==> config.mk <==
export PLATFORM = sky130hd
export DESIGN_NAME = bounded_array_list
export DESIGN_NICKNAME = d
export VERILOG_FILES = /design/src/design/bal_pkg.sv /design/src/design/bal_cmp.sv /design/src/design/bounded_array_list.sv
export SDC_FILE = /design/constraint.sdc
export NUM_CORES = 1
export LEC_CHECK = 0
export CAP_MARGIN = 5
export CORE_UTILIZATION = 35
export CTS_BUF_LIST = sky130_fd_sc_hd__clkbuf_16
export CTS_CLUSTER_SIZE = 16
export DETAILED_ROUTE_END_ITERATION = 8
export DONT_BUFFER_PORTS = 1
export GPL_TIMING_DRIVEN = 0
export PLACE_DENSITY = 0.49
export SLEW_MARGIN = 20
export SYNTH_ARGS = -nofsm -noshare
export SYNTH_HDL_FRONTEND = slang
export SYNTH_HIERARCHICAL = 1
export SYNTH_SLANG_ARGS = --single-unit
==> constraint.sdc <==
create_clock -name clk_i -period 6.2 [get_ports clk_i]
set_input_delay 0.93 -clock clk_i [delete_from_list [all_inputs] [get_ports clk_i]]
set_output_delay 0.93 -clock clk_i [all_outputs]
set_load 0.05 [all_outputs]
==> src/design/bal_pkg.sv <==
// Shared types and constants for the bounded array list.
package bal_pkg;

  localparam int unsigned BAL_DEPTH = 16;
  localparam int unsigned BAL_VAL_W = 32;
  localparam int unsigned BAL_POS_W = 5;
  localparam int unsigned BAL_IDX_W = 4;
  localparam int unsigned BAL_CNT_W = 5;

  typedef enum logic [1:0] {
    CMD_INSERT = 2'd0,
    CMD_DELETE = 2'd1,
    CMD_LOCATE = 2'd2,
    CMD_SORTED = 2'd3
  } bal_cmd_e;

  typedef enum logic [1:0] {
    STAT_OK       = 2'd0,
    STAT_FULL     = 2'd1,
    STAT_BADPOS   = 2'd2,
    STAT_NOTFOUND = 2'd3
  } bal_status_e;

  typedef enum logic [3:0] {
    ST_IDLE,
    ST_SCAN_RD,
    ST_SCAN_CMP,
    ST_SHUP_RD,
    ST_SHUP_WR,
    ST_PLACE,
    ST_SHDN_RD,
    ST_SHDN_WR,
    ST_DEL_FIN
  } bal_state_e;

  typedef struct packed {
    bal_cmd_e                      cmd;
    logic signed [BAL_VAL_W-1:0]   value;
    logic        [BAL_POS_W-1:0]   position;
  } bal_req_t;

  typedef struct packed {
    bal_status_e                   status;
    logic        [BAL_IDX_W-1:0]   index;
    logic        [BAL_CNT_W-1:0]   entry_count;
  } bal_rsp_t;

  // Result of the shared comparator.
  typedef struct packed {
    logic eq;
    logic lt;
  } bal_cmp_t;

endpackage

==> src/design/bal_cmp.sv <==
// Shared signed comparator used by the locate and sorted-insert scans.
module bal_cmp
  import bal_pkg::*;
(
  input  logic signed [BAL_VAL_W-1:0] a_i,
  input  logic signed [BAL_VAL_W-1:0] b_i,
  output bal_cmp_t                    res_o
);

  assign res_o.eq = (a_i == b_i);
  assign res_o.lt = (a_i < b_i);

endmodule

==> src/design/bounded_array_list.sv <==
// Top level of the bounded array list: sequencer, entry memory and result register.
//
// Usage: present a command on in_i and raise start; it is taken at a rising edge where
// busy is low. busy stays high while the sequencer walks the entry memory. The result
// appears on out_o for exactly one cycle with done_o high; the receiver cannot stall
// it, so it must take the result in that cycle.
// The entry memory has one read and one write port with a registered read, so every
// moved or compared entry costs two cycles of the sequencer:
//   error results (full, bad position, locate on empty list): done_o
//     one cycle after the transfer, busy never rises
//   insert-at:     2*(count-pos) + 1 cycles busy
//   delete-at:     2*(count-pos-1) + 1 cycles busy
//   locate:        2*(k+1) cycles busy, k the hit position (count-1 on a miss)
//   sorted insert: 2*(p+1) + 2*(count-p) + 1 cycles busy when the entry at p is not
//     below the value, else 2*count + 1 (value goes at the end, empty list included)
// done_o rises one cycle after the last busy cycle, when busy is already low, and a
// new command may be taken in that same cycle.
// Reset clears the count and the sequencer; entry contents are not cleared, since
// only entries below the count are ever read.
module bounded_array_list
  import bal_pkg::*;
#(
  parameter int unsigned LIST_DEPTH = BAL_DEPTH
) (
  input  logic     clk_i,
  input  logic     rst_ni,
  input  logic     start,
  output logic     busy,
  input  bal_req_t in_i,
  output logic     done_o,
  output bal_rsp_t out_o
);

  localparam int unsigned CNT_W = $clog2(LIST_DEPTH + 1);
  localparam int unsigned AW    = (LIST_DEPTH > 1) ? $clog2(LIST_DEPTH) : 1;
  localparam int unsigned CMP_W = (CNT_W > BAL_POS_W) ? CNT_W : BAL_POS_W;

  bal_state_e state_q, state_d;
  bal_cmd_e   cmd_q, cmd_d;
  logic signed [BAL_VAL_W-1:0] val_q, val_d;
  logic [CNT_W-1:0] ptr_q, ptr_d;
  logic [CNT_W-1:0] pos_q, pos_d;
  logic [CNT_W-1:0] count_q, count_d;
  logic             done_q, done_d;
  bal_rsp_t         rsp_q, rsp_d;

  logic signed [BAL_VAL_W-1:0] mem [LIST_DEPTH];
  logic signed [BAL_VAL_W-1:0] rdata_q;
  logic [AW-1:0]               raddr;
  logic [AW-1:0]               waddr;
  logic signed [BAL_VAL_W-1:0] wdata;
  logic                        mem_we;

  logic             accept;
  logic             full;
  logic             ins_bad;
  logic             del_bad;
  logic [CNT_W-1:0] ptr_inc;
  logic [CNT_W-1:0] ptr_dec;
  logic [CNT_W-1:0] count_inc;
  logic [CNT_W-1:0] count_dec;
  logic [CNT_W-1:0] in_pos;
  bal_cmp_t         cmp;

  assign busy      = (state_q != ST_IDLE);
  assign accept    = start && !busy;
  assign full      = (count_q == CNT_W'(LIST_DEPTH));
  assign ins_bad   = (CMP_W'(in_i.position) > CMP_W'(count_q));
  assign del_bad   = (CMP_W'(in_i.position) >= CMP_W'(count_q));
  assign in_pos    = CNT_W'(in_i.position);
  assign ptr_inc   = ptr_q + 1'b1;
  assign ptr_dec   = ptr_q - 1'b1;
  assign count_inc = count_q + 1'b1;
  assign count_dec = count_q - 1'b1;

  bal_cmp u_cmp (
    .a_i   (rdata_q),
    .b_i   (val_q),
    .res_o (cmp)
  );

  // Next-state logic
  always_comb begin
    state_d = state_q;
    unique case (state_q)
      ST_IDLE: begin
        if (accept) begin
          unique case (in_i.cmd)
            CMD_INSERT: begin
              if (!full && !ins_bad) begin
                state_d = (count_q > in_pos) ? ST_SHUP_RD : ST_PLACE;
              end
            end
            CMD_DELETE: begin
              if (!del_bad) begin
                state_d = (in_pos < count_dec) ? ST_SHDN_RD : ST_DEL_FIN;
              end
            end
            CMD_LOCATE: begin
              if (count_q != '0) state_d = ST_SCAN_RD;
            end
            CMD_SORTED: begin
              if (!full) state_d = (count_q != '0) ? ST_SCAN_RD : ST_PLACE;
            end
            default: state_d = ST_IDLE;
          endcase
        end
      end
      ST_SCAN_RD: state_d = ST_SCAN_CMP;
      ST_SCAN_CMP: begin
        if (cmd_q == CMD_LOCATE) begin
          if (cmp.eq || ptr_inc == count_q) state_d = ST_IDLE;
          else                             state_d = ST_SCAN_RD;
        end else begin
          if (!cmp.lt)                state_d = ST_SHUP_RD;
          else if (ptr_inc == count_q) state_d = ST_PLACE;
          else                        state_d = ST_SCAN_RD;
        end
      end
      ST_SHUP_RD: state_d = ST_SHUP_WR;
      ST_SHUP_WR: state_d = (ptr_dec > pos_q) ? ST_SHUP_RD : ST_PLACE;
      ST_PLACE:   state_d = ST_IDLE;
      ST_SHDN_RD: state_d = ST_SHDN_WR;
      ST_SHDN_WR: state_d = (ptr_inc < count_dec) ? ST_SHDN_RD : ST_DEL_FIN;
      ST_DEL_FIN: state_d = ST_IDLE;
      default:    state_d = ST_IDLE;
    endcase
  end

  // Datapath and result logic
  always_comb begin
    cmd_d             = cmd_q;
    val_d             = val_q;
    ptr_d             = ptr_q;
    pos_d             = pos_q;
    count_d           = count_q;
    done_d            = 1'b0;
    rsp_d             = rsp_q;
    raddr             = ptr_q[AW-1:0];
    waddr             = ptr_q[AW-1:0];
    wdata             = rdata_q;
    mem_we            = 1'b0;
    unique case (state_q)
      ST_IDLE: begin
        if (accept) begin
          cmd_d             = in_i.cmd;
          val_d             = in_i.value;
          rsp_d.index       = '0;
          rsp_d.entry_count = BAL_CNT_W'(count_q);
          unique case (in_i.cmd)
            CMD_INSERT: begin
              if (full) begin
                done_d       = 1'b1;
                rsp_d.status = STAT_FULL;
              end else if (ins_bad) begin
                done_d       = 1'b1;
                rsp_d.status = STAT_BADPOS;
              end else begin
                pos_d = in_pos;
                ptr_d = count_q;
              end
            end
            CMD_DELETE: begin
              if (del_bad) begin
                done_d       = 1'b1;
                rsp_d.status = STAT_BADPOS;
              end else begin
                pos_d = in_pos;
                ptr_d = in_pos;
              end
            end
            CMD_LOCATE: begin
              ptr_d = '0;
              if (count_q == '0) begin
                done_d       = 1'b1;
                rsp_d.status = STAT_NOTFOUND;
              end
            end
            CMD_SORTED: begin
              ptr_d = '0;
              pos_d = '0;
              if (full) begin
                done_d       = 1'b1;
                rsp_d.status = STAT_FULL;
              end
            end
            default: ;
          endcase
        end
      end
      ST_SCAN_RD: raddr = ptr_q[AW-1:0];
      ST_SCAN_CMP: begin
        if (cmd_q == CMD_LOCATE) begin
          if (cmp.eq) begin
            done_d            = 1'b1;
            rsp_d.status      = STAT_OK;
            rsp_d.index       = BAL_IDX_W'(ptr_q);
            rsp_d.entry_count = BAL_CNT_W'(count_q);
          end else if (ptr_inc == count_q) begin
            done_d            = 1'b1;
            rsp_d.status      = STAT_NOTFOUND;
            rsp_d.index       = '0;
            rsp_d.entry_count = BAL_CNT_W'(count_q);
          end else begin
            ptr_d = ptr_inc;
          end
        end else begin
          // First entry not below the value marks the placement slot.
          if (!cmp.lt) begin
            pos_d = ptr_q;
            ptr_d = count_q;
          end else if (ptr_inc == count_q) begin
            pos_d = count_q;
          end else begin
            ptr_d = ptr_inc;
          end
        end
      end
      ST_SHUP_RD: raddr = ptr_dec[AW-1:0];
      ST_SHUP_WR: begin
        mem_we = 1'b1;
        waddr  = ptr_q[AW-1:0];
        wdata  = rdata_q;
        ptr_d  = ptr_dec;
      end
      ST_PLACE: begin
        mem_we            = 1'b1;
        waddr             = pos_q[AW-1:0];
        wdata             = val_q;
        count_d           = count_inc;
        done_d            = 1'b1;
        rsp_d.status      = STAT_OK;
        rsp_d.index       = BAL_IDX_W'(pos_q);
        rsp_d.entry_count = BAL_CNT_W'(count_inc);
      end
      ST_SHDN_RD: raddr = ptr_inc[AW-1:0];
      ST_SHDN_WR: begin
        mem_we = 1'b1;
        waddr  = ptr_q[AW-1:0];
        wdata  = rdata_q;
        ptr_d  = ptr_inc;
      end
      ST_DEL_FIN: begin
        count_d           = count_dec;
        done_d            = 1'b1;
        rsp_d.status      = STAT_OK;
        rsp_d.index       = BAL_IDX_W'(pos_q);
        rsp_d.entry_count = BAL_CNT_W'(count_dec);
      end
      default: ;
    endcase
  end

  always_ff @(posedge clk_i or negedge rst_ni) begin
    if (!rst_ni) begin
      state_q <= ST_IDLE;
      count_q <= '0;
      done_q  <= 1'b0;
    end else begin
      state_q <= state_d;
      count_q <= count_d;
      done_q  <= done_d;
    end
  end

  always_ff @(posedge clk_i) begin
    cmd_q <= cmd_d;
    val_q <= val_d;
    ptr_q <= ptr_d;
    pos_q <= pos_d;
    rsp_q <= rsp_d;
  end

  always_ff @(posedge clk_i) begin
    if (mem_we) mem[waddr] <= wdata;
    rdata_q <= mem[raddr];
  end

  assign done_o = done_q;
  assign out_o  = rsp_q;

  a_count_bound: assert property (@(posedge clk_i) disable iff (!rst_ni)
    count_q <= CNT_W'(LIST_DEPTH))
    else $error("entry count exceeds list depth");

  a_write_busy: assert property (@(posedge clk_i) disable iff (!rst_ni)
    mem_we |-> busy)
    else $error("memory write outside a command");

  a_accept_reacts: assert property (@(posedge clk_i) disable iff (!rst_ni)
    accept |=> (busy || done_o))
    else $error("accepted command neither started nor answered");

  a_done_idle: assert property (@(posedge clk_i) disable iff (!rst_ni)
    done_o |-> !busy)
    else $error("result strobe while sequencer still busy");

endmodule
==> results of run 1 <==
==> worst paths after layout <==
path                                    end  slack, ns  depth (start not counted)
worst max register to register  rdata_q[13]       1.04                         11
worst min-delay path               val_q[9]       0.37                          0
worst min register to register     out_o[6]       0.67                          1
min in group asynchronous        count_q[0]       0.74                          1
worst max-delay path            rdata_q[13]       1.04                         11
max in group asynchronous        state_q[2]       5.06                          1
==> kinds of logic (layout without fill, tap and decap cells) <==
group,count (synthesis),in the layout,share of synthesized area
and+or+nand+nor,665,665,0.105
DFF,609,609,0.603
AOI/OAI and AO/OA,548,548,0.126
buffers and inverters,265,414,0.0385
muxes,264,264,0.0931
adders and majority gates,57,57,0.0239
xor gates and xnor gates,30,30,0.00982
==> synth_stat cells, types with 46 or more instances <==
cell / number / share of area
sky130_fd_sc_hd__nor2_1: 77 / 0.0097
sky130_fd_sc_hd__clkbuf_1: 126 / 0.016
sky130_fd_sc_hd__mux2i_1: 167 / 0.056
sky130_fd_sc_hd__nand2_1: 293 / 0.037
sky130_fd_sc_hd__a21oi_1: 128 / 0.022
sky130_fd_sc_hd__ha_1: 56 / 0.024
sky130_fd_sc_hd__a211oi_1: 71 / 0.018
sky130_fd_sc_hd__mux2_2: 60 / 0.023
sky130_fd_sc_hd__nand3_1: 72 / 0.012
sky130_fd_sc_hd__inv_1: 60 / 0.0076
sky130_fd_sc_hd__edfxtp_1: 567 / 0.57
sky130_fd_sc_hd__nand2b_1: 102 / 0.021
sky130_fd_sc_hd__buf_2: 46 / 0.0078
sky130_fd_sc_hd__nor3_1: 73 / 0.012
sky130_fd_sc_hd__a31oi_1: 138 / 0.029
==> power by group <==
part           total [mW]  leakage, nW  switching [mW]  internal (mW)
logic                9.69         4.94            6.72           2.98
clock network        4.02         1.16            1.78           2.24
registers            5.98         5.56           0.352           5.63
==> cell usage in the layout (no fill, tap or decap), types with 8 or more instances in the layout <==
cell type / instances
sky130_fd_sc_hd__xor2_1: 10
sky130_fd_sc_hd__clkbuf_16: 71
sky130_fd_sc_hd__nor2_4: 17
sky130_fd_sc_hd__buf_12: 11
sky130_fd_sc_hd__mux2_1: 37
sky130_fd_sc_hd__a211oi_1: 70
sky130_fd_sc_hd__a22oi_1: 35
sky130_fd_sc_hd__mux2i_1: 167
sky130_fd_sc_hd__mux2_2: 60
sky130_fd_sc_hd__buf_2: 46
sky130_fd_sc_hd__a32oi_1: 33
sky130_fd_sc_hd__o21ai_0: 22
sky130_fd_sc_hd__nand2b_1: 102
sky130_fd_sc_hd__a21oi_1: 128
sky130_fd_sc_hd__ha_1: 56
sky130_fd_sc_hd__clkinv_2: 10
sky130_fd_sc_hd__clkbuf_1: 126
sky130_fd_sc_hd__nor2_1: 60
sky130_fd_sc_hd__xnor2_1: 17
sky130_fd_sc_hd__nor3_1: 73
sky130_fd_sc_hd__a311oi_1: 34
sky130_fd_sc_hd__clkinv_1: 16
sky130_fd_sc_hd__inv_1: 81
sky130_fd_sc_hd__edfxtp_1: 567
sky130_fd_sc_hd__a31oi_1: 138
sky130_fd_sc_hd__nand4_1: 8
sky130_fd_sc_hd__nand3_1: 72
sky130_fd_sc_hd__dfrtp_1: 10
sky130_fd_sc_hd__o221ai_1: 33
sky130_fd_sc_hd__buf_4: 15
sky130_fd_sc_hd__dfxtp_1: 32
sky130_fd_sc_hd__nand2_1: 293
sky130_fd_sc_hd__buf_1: 13
==> sequential cells by signal, indices dropped and copies added, names as in the netlist <==
name     cells
mem        512
rdata_q     32
val_q       32
out_o       11
count_q      5
pos_q        5
ptr_q        5
state_q      4
cmd_q        2
done_o       1
==> critical path, delay by kind of cell (launching register included) <==
family | cells | cell delay, ns
adders and majority gates | 1 | 0.55
DFF | 1 | 0.48
buffers and inverters | 5 | 1.87
and+or+nand+nor | 1 | 0.22
AOI/OAI and AO/OA | 4 | 1.84
==> final cells by class <==
class	count	area (um^2)
Multi-Input combinational cell	1564	10800
Timing Repair Buffer	20	430
Sequential cell	609	17900
Clock buffer	71	1780
Buffer	204	913
Inverter	61	229
Tap cell	1134	1420
Fill cell	7892	49900
Clock inverter	58	442
==> metal layers <==
| metal | global-route usage | routed length, um | vias to the layer above |
|---|---|---|---|
| met5 | 0 | 0 | - |
| met4 | 0.117 | 4820 | 0 |
| met3 | 0.0301 | 5910 | 213 |
| met2 | 0.368 | 46000 | 932 |
| li1 | - | - | 9502 |
| met1 | 0.291 | 40800 | 10800 |
==> through the flow <==
stage | utilization | cells
floorplan | - | 2438
global placement | 0.371 | 3572
detailed placement | 0.378 | 3591
CTS | 0.404 | 3721
global route | 0.405 | 3721
finish | 0.405 | 3721
==> implementation parameters, run 1 <==
Parameter                              Value

Global route
  Number of global-route vias before repair ... 21,400
  Overall Global Routing Usage ... 0.225
  Sum of overflow across all layers after global routing ... 0
  Wire length of the first global-routing pass ... around 140,000 um
  Maximum number of pins on one net before global-route repair ... 21
  Antenna violations before repair ... 1

Timing
  Final hold viol count ... 0
  Worst Tran Pin Value ... 1.06 ns
  Skew final ... between 0.02 and 0.03 ns
  Maximum operating frequency ... 0.194 GHz
  Fin. max-slew vios ... 0
  Shortest period the worst path allows ... about 5.2 ns
  Worst rel slew slack ... 0.294
  Min setup slack post-route ... 1.04 ns
  Final period util ... 0.832
  Final setup fails ... 0
  Unrepaired setup endpoints after global routing ... false
  Sum of negative setup slack ... 0 ns
  Tightest hold margin ... 0.374 ns

Yosys
  Net count of the mapped netlist ... 2,536
  Synth warnings ... 6
  Netlist Area Pre-Place ... ~30,000 um^2
  Netlist cell types ... 78
  Mean cell area of the mapped netlist ... 12.2 um^2
  Number of flops mapped to enable cells by yosys ... 567
  Top_reg_cell synth ... sky130_fd_sc_hd__edfxtp_1
  Proportion of register bits with asynchronous set or reset after synthesis ... 0.0164
  Count of state elements after synthesis ... ~600
  Sequential element share of the synthesized area ... 0.603
  Synth Instances ... 2,438

Critical path
  Cell with the largest stage delay on the worst path ... sky130_fd_sc_hd__o22ai_1
  Startpoint Class ... flop
  FF-to-FF Start ... ptr_q[0]
  Required @ worst endpoint ... ~6.7 ns
  Endpoint kind of the worst setup timing path ... flop
  Endpoint arrival time on the critical path ... between 5 and 6 ns
  Maximum cell stage delay along the critical path ... 0.81 ns
  Peak fanout along the critical path ... 10
  Launch point of the worst path ... ptr_q[0]
  Class of the most critical setup path ... reg2reg
  Sequence of cells on the critical path ... buf_2, buf_2, inv_2, clkbuf_1, ha_1, o311a_1, o22ai_1, clkbuf_1, nand3_1, a32oi_1, o221ai_1

Die
  Floorplan die height ... 293 um
  Total die area ... 86,000 um^2
  Placeable core region ... 83,800 um^2
  FP Rows ... 106
  Die W ... around 300 um
  Initial cell density of the core ... 0.354
  Number of top-level pins ... 55

Route
  Antenna violation net count after detailed routing ... 0
  DRT Pass-1 Iters ... 6
  Total vias in the final route ... between 20,000 and 25,000
  Average vias per placed instance ... between 5 and 6
  Drt wl/cell ... 26.2 um
  Final Routed Wirelength ... 97,500 um
  DR DRC count ... 0
  DR iter-0 viols ... 2,099

Clock tree
  Post-CTS setup buffers ... 0
  Clock sink total ... approximately 600
  Insertion delay to the later sink of the worst-skew pair ... 0.65 ns
  Maximum buffer depth of the clock tree ... 3
  Number of CTS-inserted buffers ... 70
  Cell at the root of the clock tree ... sky130_fd_sc_hd__clkbuf_16
  Cts repair resizes ... 0
  Clock tree from TritonCTS ... done
  Post-CTS Hold Buffers ... 1
  Clock transition at the register clock pins on the worst setup and hold paths after CTS ... about 0.06 ns
  Level count of the clock H-tree ... 3

Place
  Number of port buffers ... 0
  Half-perimeter wire length of the detailed placement result ... 69,000 um
  Last weighted congestion value of the routability-driven placer ... between 0.9 and 1
  Post-Place Setup Slack ... between 1 and 1.5 ns
  Placed Area ... 31,700 um^2

Power
  Post-layout power ... between 15 and 20 mW
  Power per standard cell area ... slightly below 600 nW/um^2
  Worst supply voltage drop on vdd ... 0.333 mV
  Leak pwr ... 11.6 nW

Final layout
  Synthesis-to-finish area growth ... 14.2%
  Share of final-layout standard cells stronger than drive strength 1 ... 0.106
  Net total in the final layout ... 2,628
  Finished Cell Area ... 33,900 um^2
  Ant diodes ... 0

Run status
  Run status ... completed

Job
  Max-cap check violation count ... 0

Min path
  Min-Delay Path Class ... in2reg
  Worst hold path startpoint ... in_i[14]
Power figures use the tool's default switching activity.
==> inputs of run 2 (changes only) <==
==> constraint.sdc (replaced) <==
create_clock -name clk_i -period 4.8 [get_ports clk_i]
set_input_delay 0.72 -clock clk_i [delete_from_list [all_inputs] [get_ports clk_i]]
set_output_delay 0.72 -clock clk_i [all_outputs]
set_load 0.05 [all_outputs]
==> run 2 against run 1 <==
Effect of this change:
- sequential share of layout area barely moved
- register-to-register slack got worse by 0.93 ns
- routed wire length barely moved
- critical path type unchanged
==> implementation parameters, run 2 (synthesis gave the netlist of run 1 again) <==
Parameter                              Value

Critical path
  Worst reg-to-reg setup slack ... 0.11 ns (was 1.04 ns)
  FF-to-FF Start ... ptr_q[0] (unchanged)
  Reg-to-reg endpoint ... rdata_q[26] (was rdata_q[13])
  Peak fanout along the critical path ... 10 (unchanged)
  Startpoint Class ... flop (unchanged)
  Endpoint arrival time on the critical path ... 5.16 ns (was 5.63 ns)
  Count of cells along the worst register-to-register path ... 11 (unchanged)
  Required @ worst endpoint ... 5.27 ns (was 6.67 ns)
  Class of the most critical setup path ... reg2reg (unchanged)
  Endpoint kind of the worst setup timing path ... flop (unchanged)

Final layout
  Most common cell after layout, fill and taps aside ... sky130_fd_sc_hd__edfxtp_1 (unchanged)
  Max reg flops ... 512 (unchanged)
  Net total in the final layout ... 2,627 (was 2,628)
  Ant diodes ... 0 (unchanged)
  Commonest non-fill, non-tap cells in the layout ... sky130_fd_sc_hd__edfxtp_1, sky130_fd_sc_hd__nand2_1, sky130_fd_sc_hd__mux2i_1 (unchanged)
  Largest registers ... mem x512, rdata_q x32, val_q x32 (unchanged)
  Area occupied by multi-input gates ... 10,800 um^2 (about the same)
  Largest Register ... mem (unchanged)
  # fillers ... 7,896 (was 7,892)
  Synthesis-to-finish area growth ... 14.2% (about the same)
  Share of final-layout standard cells stronger than drive strength 1 ... 0.108 (was 0.106)
  Finished Cell Area ... 33,900 um^2 (about the same)
  Count of placed standard cells in the final layout, fillers left out ... 3,720 (was 3,721)
  Area occupied by registers ... 17,900 um^2 (unchanged)
  Utilization after layout ... 0.405 (about the same)

Clock tree
  Level count of the clock H-tree ... 3 (unchanged)
  Number of CTS-inserted buffers ... 70 (unchanged)
  Cell at the root of the clock tree ... sky130_fd_sc_hd__clkbuf_16 (unchanged)
  Post-CTS setup buffers ... 0 (unchanged)
  Clock transition at the register clock pins on the worst setup and hold paths after CTS ... 0.06 ns (about the same)
  Maximum buffer depth of the clock tree ... 3 (unchanged)
  Clock sink total ... 609 (unchanged)
  Insertion delay to the later sink of the worst-skew pair ... 0.65 ns (about the same)
  Clock tree from TritonCTS ... done (unchanged)

Global route
  Overall Global Routing Usage ... 0.225 (about the same)
  Number of global-route vias before repair ... 21,400 (about the same)
  Wire length of the first global-routing pass ... 142,000 um (about the same)
  Antenna violations before repair ... 1 (unchanged)
  Maximum number of pins on one net before global-route repair ... 21 (unchanged)
  Sum of overflow across all layers after global routing ... 0 (unchanged)

Timing
  Unrepaired setup endpoints after global routing ... false (unchanged)
  Final hold viol count ... 0 (unchanged)
  Maximum operating frequency ... 0.213 GHz (was 0.194 GHz)
  Worst rel slew slack ... 0.301 (was 0.294)
  Tightest hold margin ... 0.164 ns (was 0.374 ns)
  Skew final ... 0.0252 ns (was 0.0255 ns)
  Final setup fails ... 0 (unchanged)
  Worst Tran Pin Value ... 1.05 ns (was 1.06 ns)
  Sum of negative setup slack ... 0 ns (unchanged)
  Final period util ... 0.977 (was 0.832)
  Min setup slack post-route ... 0.112 ns (was 1.04 ns)
  Fin. max-slew vios ... 0 (unchanged)
  Shortest period the worst path allows ... 4.69 ns (was 5.16 ns)

Die
  Floorplan die height ... 293 um (unchanged)
  Die W ... 293 um (unchanged)
  FP Rows ... 106 (unchanged)
  Initial cell density of the core ... 0.354 (unchanged)
  Total die area ... 86,000 um^2 (unchanged)
  Placeable core region ... 83,800 um^2 (unchanged)
  Number of top-level pins ... 55 (unchanged)

Run status
  Run status ... completed (unchanged)

Place
  Number of port buffers ... 0 (unchanged)
  Last weighted congestion value of the routability-driven placer ... 0.901 (unchanged)
  Post-Place Setup Slack ... -0.151 ns (was 1.25 ns)
  Placed Cells incl. Taps ... 3,591 (unchanged)
  Placed Area ... 31,700 um^2 (unchanged)
  Half-perimeter wire length of the detailed placement result ... 69,000 um (unchanged)

Job
  Max-cap check violation count ... 0 (unchanged)

Power
  Clock share of power ... 0.204 (about the same)
  Internal power ... 14.0 mW (was 10.8 mW)
  Power dissipated by switching net loads ... 11.5 mW (was 8.85 mW)
  Switching part of the total power ... 0.450 (was 0.449)
  Leak pwr ... 11.7 nW (was 11.6 nW)
  Power per standard cell area ... 751 nW/um^2 (was 581 nW/um^2)
  Post-layout power ... 25.5 mW (was 19.7 mW)
  Relative contribution of sequential cells to total power ... 0.303 (was 0.304)
  Comb pwr share ... 0.493 (was 0.492)
  Worst supply voltage drop on vdd ... 0.433 mV (was 0.333 mV)

Route
  Average vias per placed instance ... 5.77 (was 5.75)
  DR DRC count ... 0 (unchanged)
  DR iter-0 viols ... 2,094 (was 2,099)
  Drt wl/cell ... 26.2 um (about the same)
  Total vias in the final route ... 21,400 (about the same)
  Final Routed Wirelength ... 97,600 um (was 97,500 um)
  Antenna violation net count after detailed routing ... 0 (unchanged)
  DRT Pass-1 Iters ... 8 (was 6)

Min path
  Min-Delay Path Class ... in2reg (unchanged)
  WHS Endpoint ... val_q[8] (was val_q[9])
  Cells on Worst Hold Path ... 0 (unchanged)
  Worst hold path startpoint ... in_i[13] (was in_i[14])
## run 2: cell types whose count changed in the layout (fill, tap and decap cells not counted)
cell | previous run | this run
sky130_fd_sc_hd__o22ai_1 | 4 | 3
sky130_fd_sc_hd__a21oi_1 | 128 | 127
sky130_fd_sc_hd__clkbuf_1 | 126 | 123
sky130_fd_sc_hd__a21oi_4 | 0 | 1
sky130_fd_sc_hd__buf_2 | 46 | 45
sky130_fd_sc_hd__clkbuf_4 | 0 | 1
sky130_fd_sc_hd__o22ai_2 | 1 | 2
sky130_fd_sc_hd__clkbuf_2 | 0 | 2
## run 2: routing by layer
layer	vias up	share of wire	track usage
met5	-	0	0
met4	0	0.047	0.117
met3	195	0.061	0.0301
met2	939	0.47	0.368
met1	10800	0.42	0.291
li1	9498	-	-
## run 2: worst max path at each step
stage          startpoint     endpoint  slack [ns]  cells past startpoint
2_1_floorplan  state_q[2]     cmd_q[0]        1.43                      5
3_3_place_gp   state_q[3]   mem[6][15]       -1.23                      8
3_5_place_dp     ptr_q[0]  rdata_q[13]       -0.15                     11
4_1_cts          ptr_q[0]  rdata_q[13]        0.14                     11
5_1_grt          ptr_q[0]  rdata_q[27]       0.008                     11
6_report         ptr_q[0]  rdata_q[26]        0.11                     11
## run 2: cell type report
type / instances / share of cell area
plain buffers: 203 / 0.0270
clock buffers: 71 / 0.0524
clock inverters: 58 / 0.0130
inverters: 61 / 0.00675
multi-input cells: 1564 / 0.318
flip-flops and latches: 609 / 0.528
well taps: 1134 / 0.0418
repair buffers: 20 / 0.0127
## run 2: critical path, stage by stage (launching register included)
cell	delay (ns)
sky130_fd_sc_hd__edfxtp_1	0.48
sky130_fd_sc_hd__buf_2	0.41
sky130_fd_sc_hd__buf_2	0.38
sky130_fd_sc_hd__inv_2	0.18
sky130_fd_sc_hd__clkbuf_1	0.38
sky130_fd_sc_hd__ha_1	0.56
sky130_fd_sc_hd__o311a_1	0.41
sky130_fd_sc_hd__o22ai_2	0.47
sky130_fd_sc_hd__clkbuf_1	0.50
sky130_fd_sc_hd__nand3_1	0.16
sky130_fd_sc_hd__a32oi_1	0.37
sky130_fd_sc_hd__o221ai_1	0.19
## run 2: timing repair
| action | 4_1_cts | 5_1_grt |
|---|---|---|
| gates resized for setup | 2 | 6 |
| hold buffers | 1 | 0 |
| endpoints found under the setup margin | 38 | 32 |
| hold endpoints to repair | 10 | 0 |
## run 2: power groups by stage
stage | clock network, mW | logic (mW) | registers, mW
final | 5.19 | 12.6 | 7.72
after global routing | 5.48 | 13.4 | 7.78
after CTS | 5.28 | 12.5 | 7.73
after detailed placement | 0 | 12.4 | 7.83
after global placement | 0 | 12.1 | 7.85
after floorplan | 0 | 7.77 | 7.73
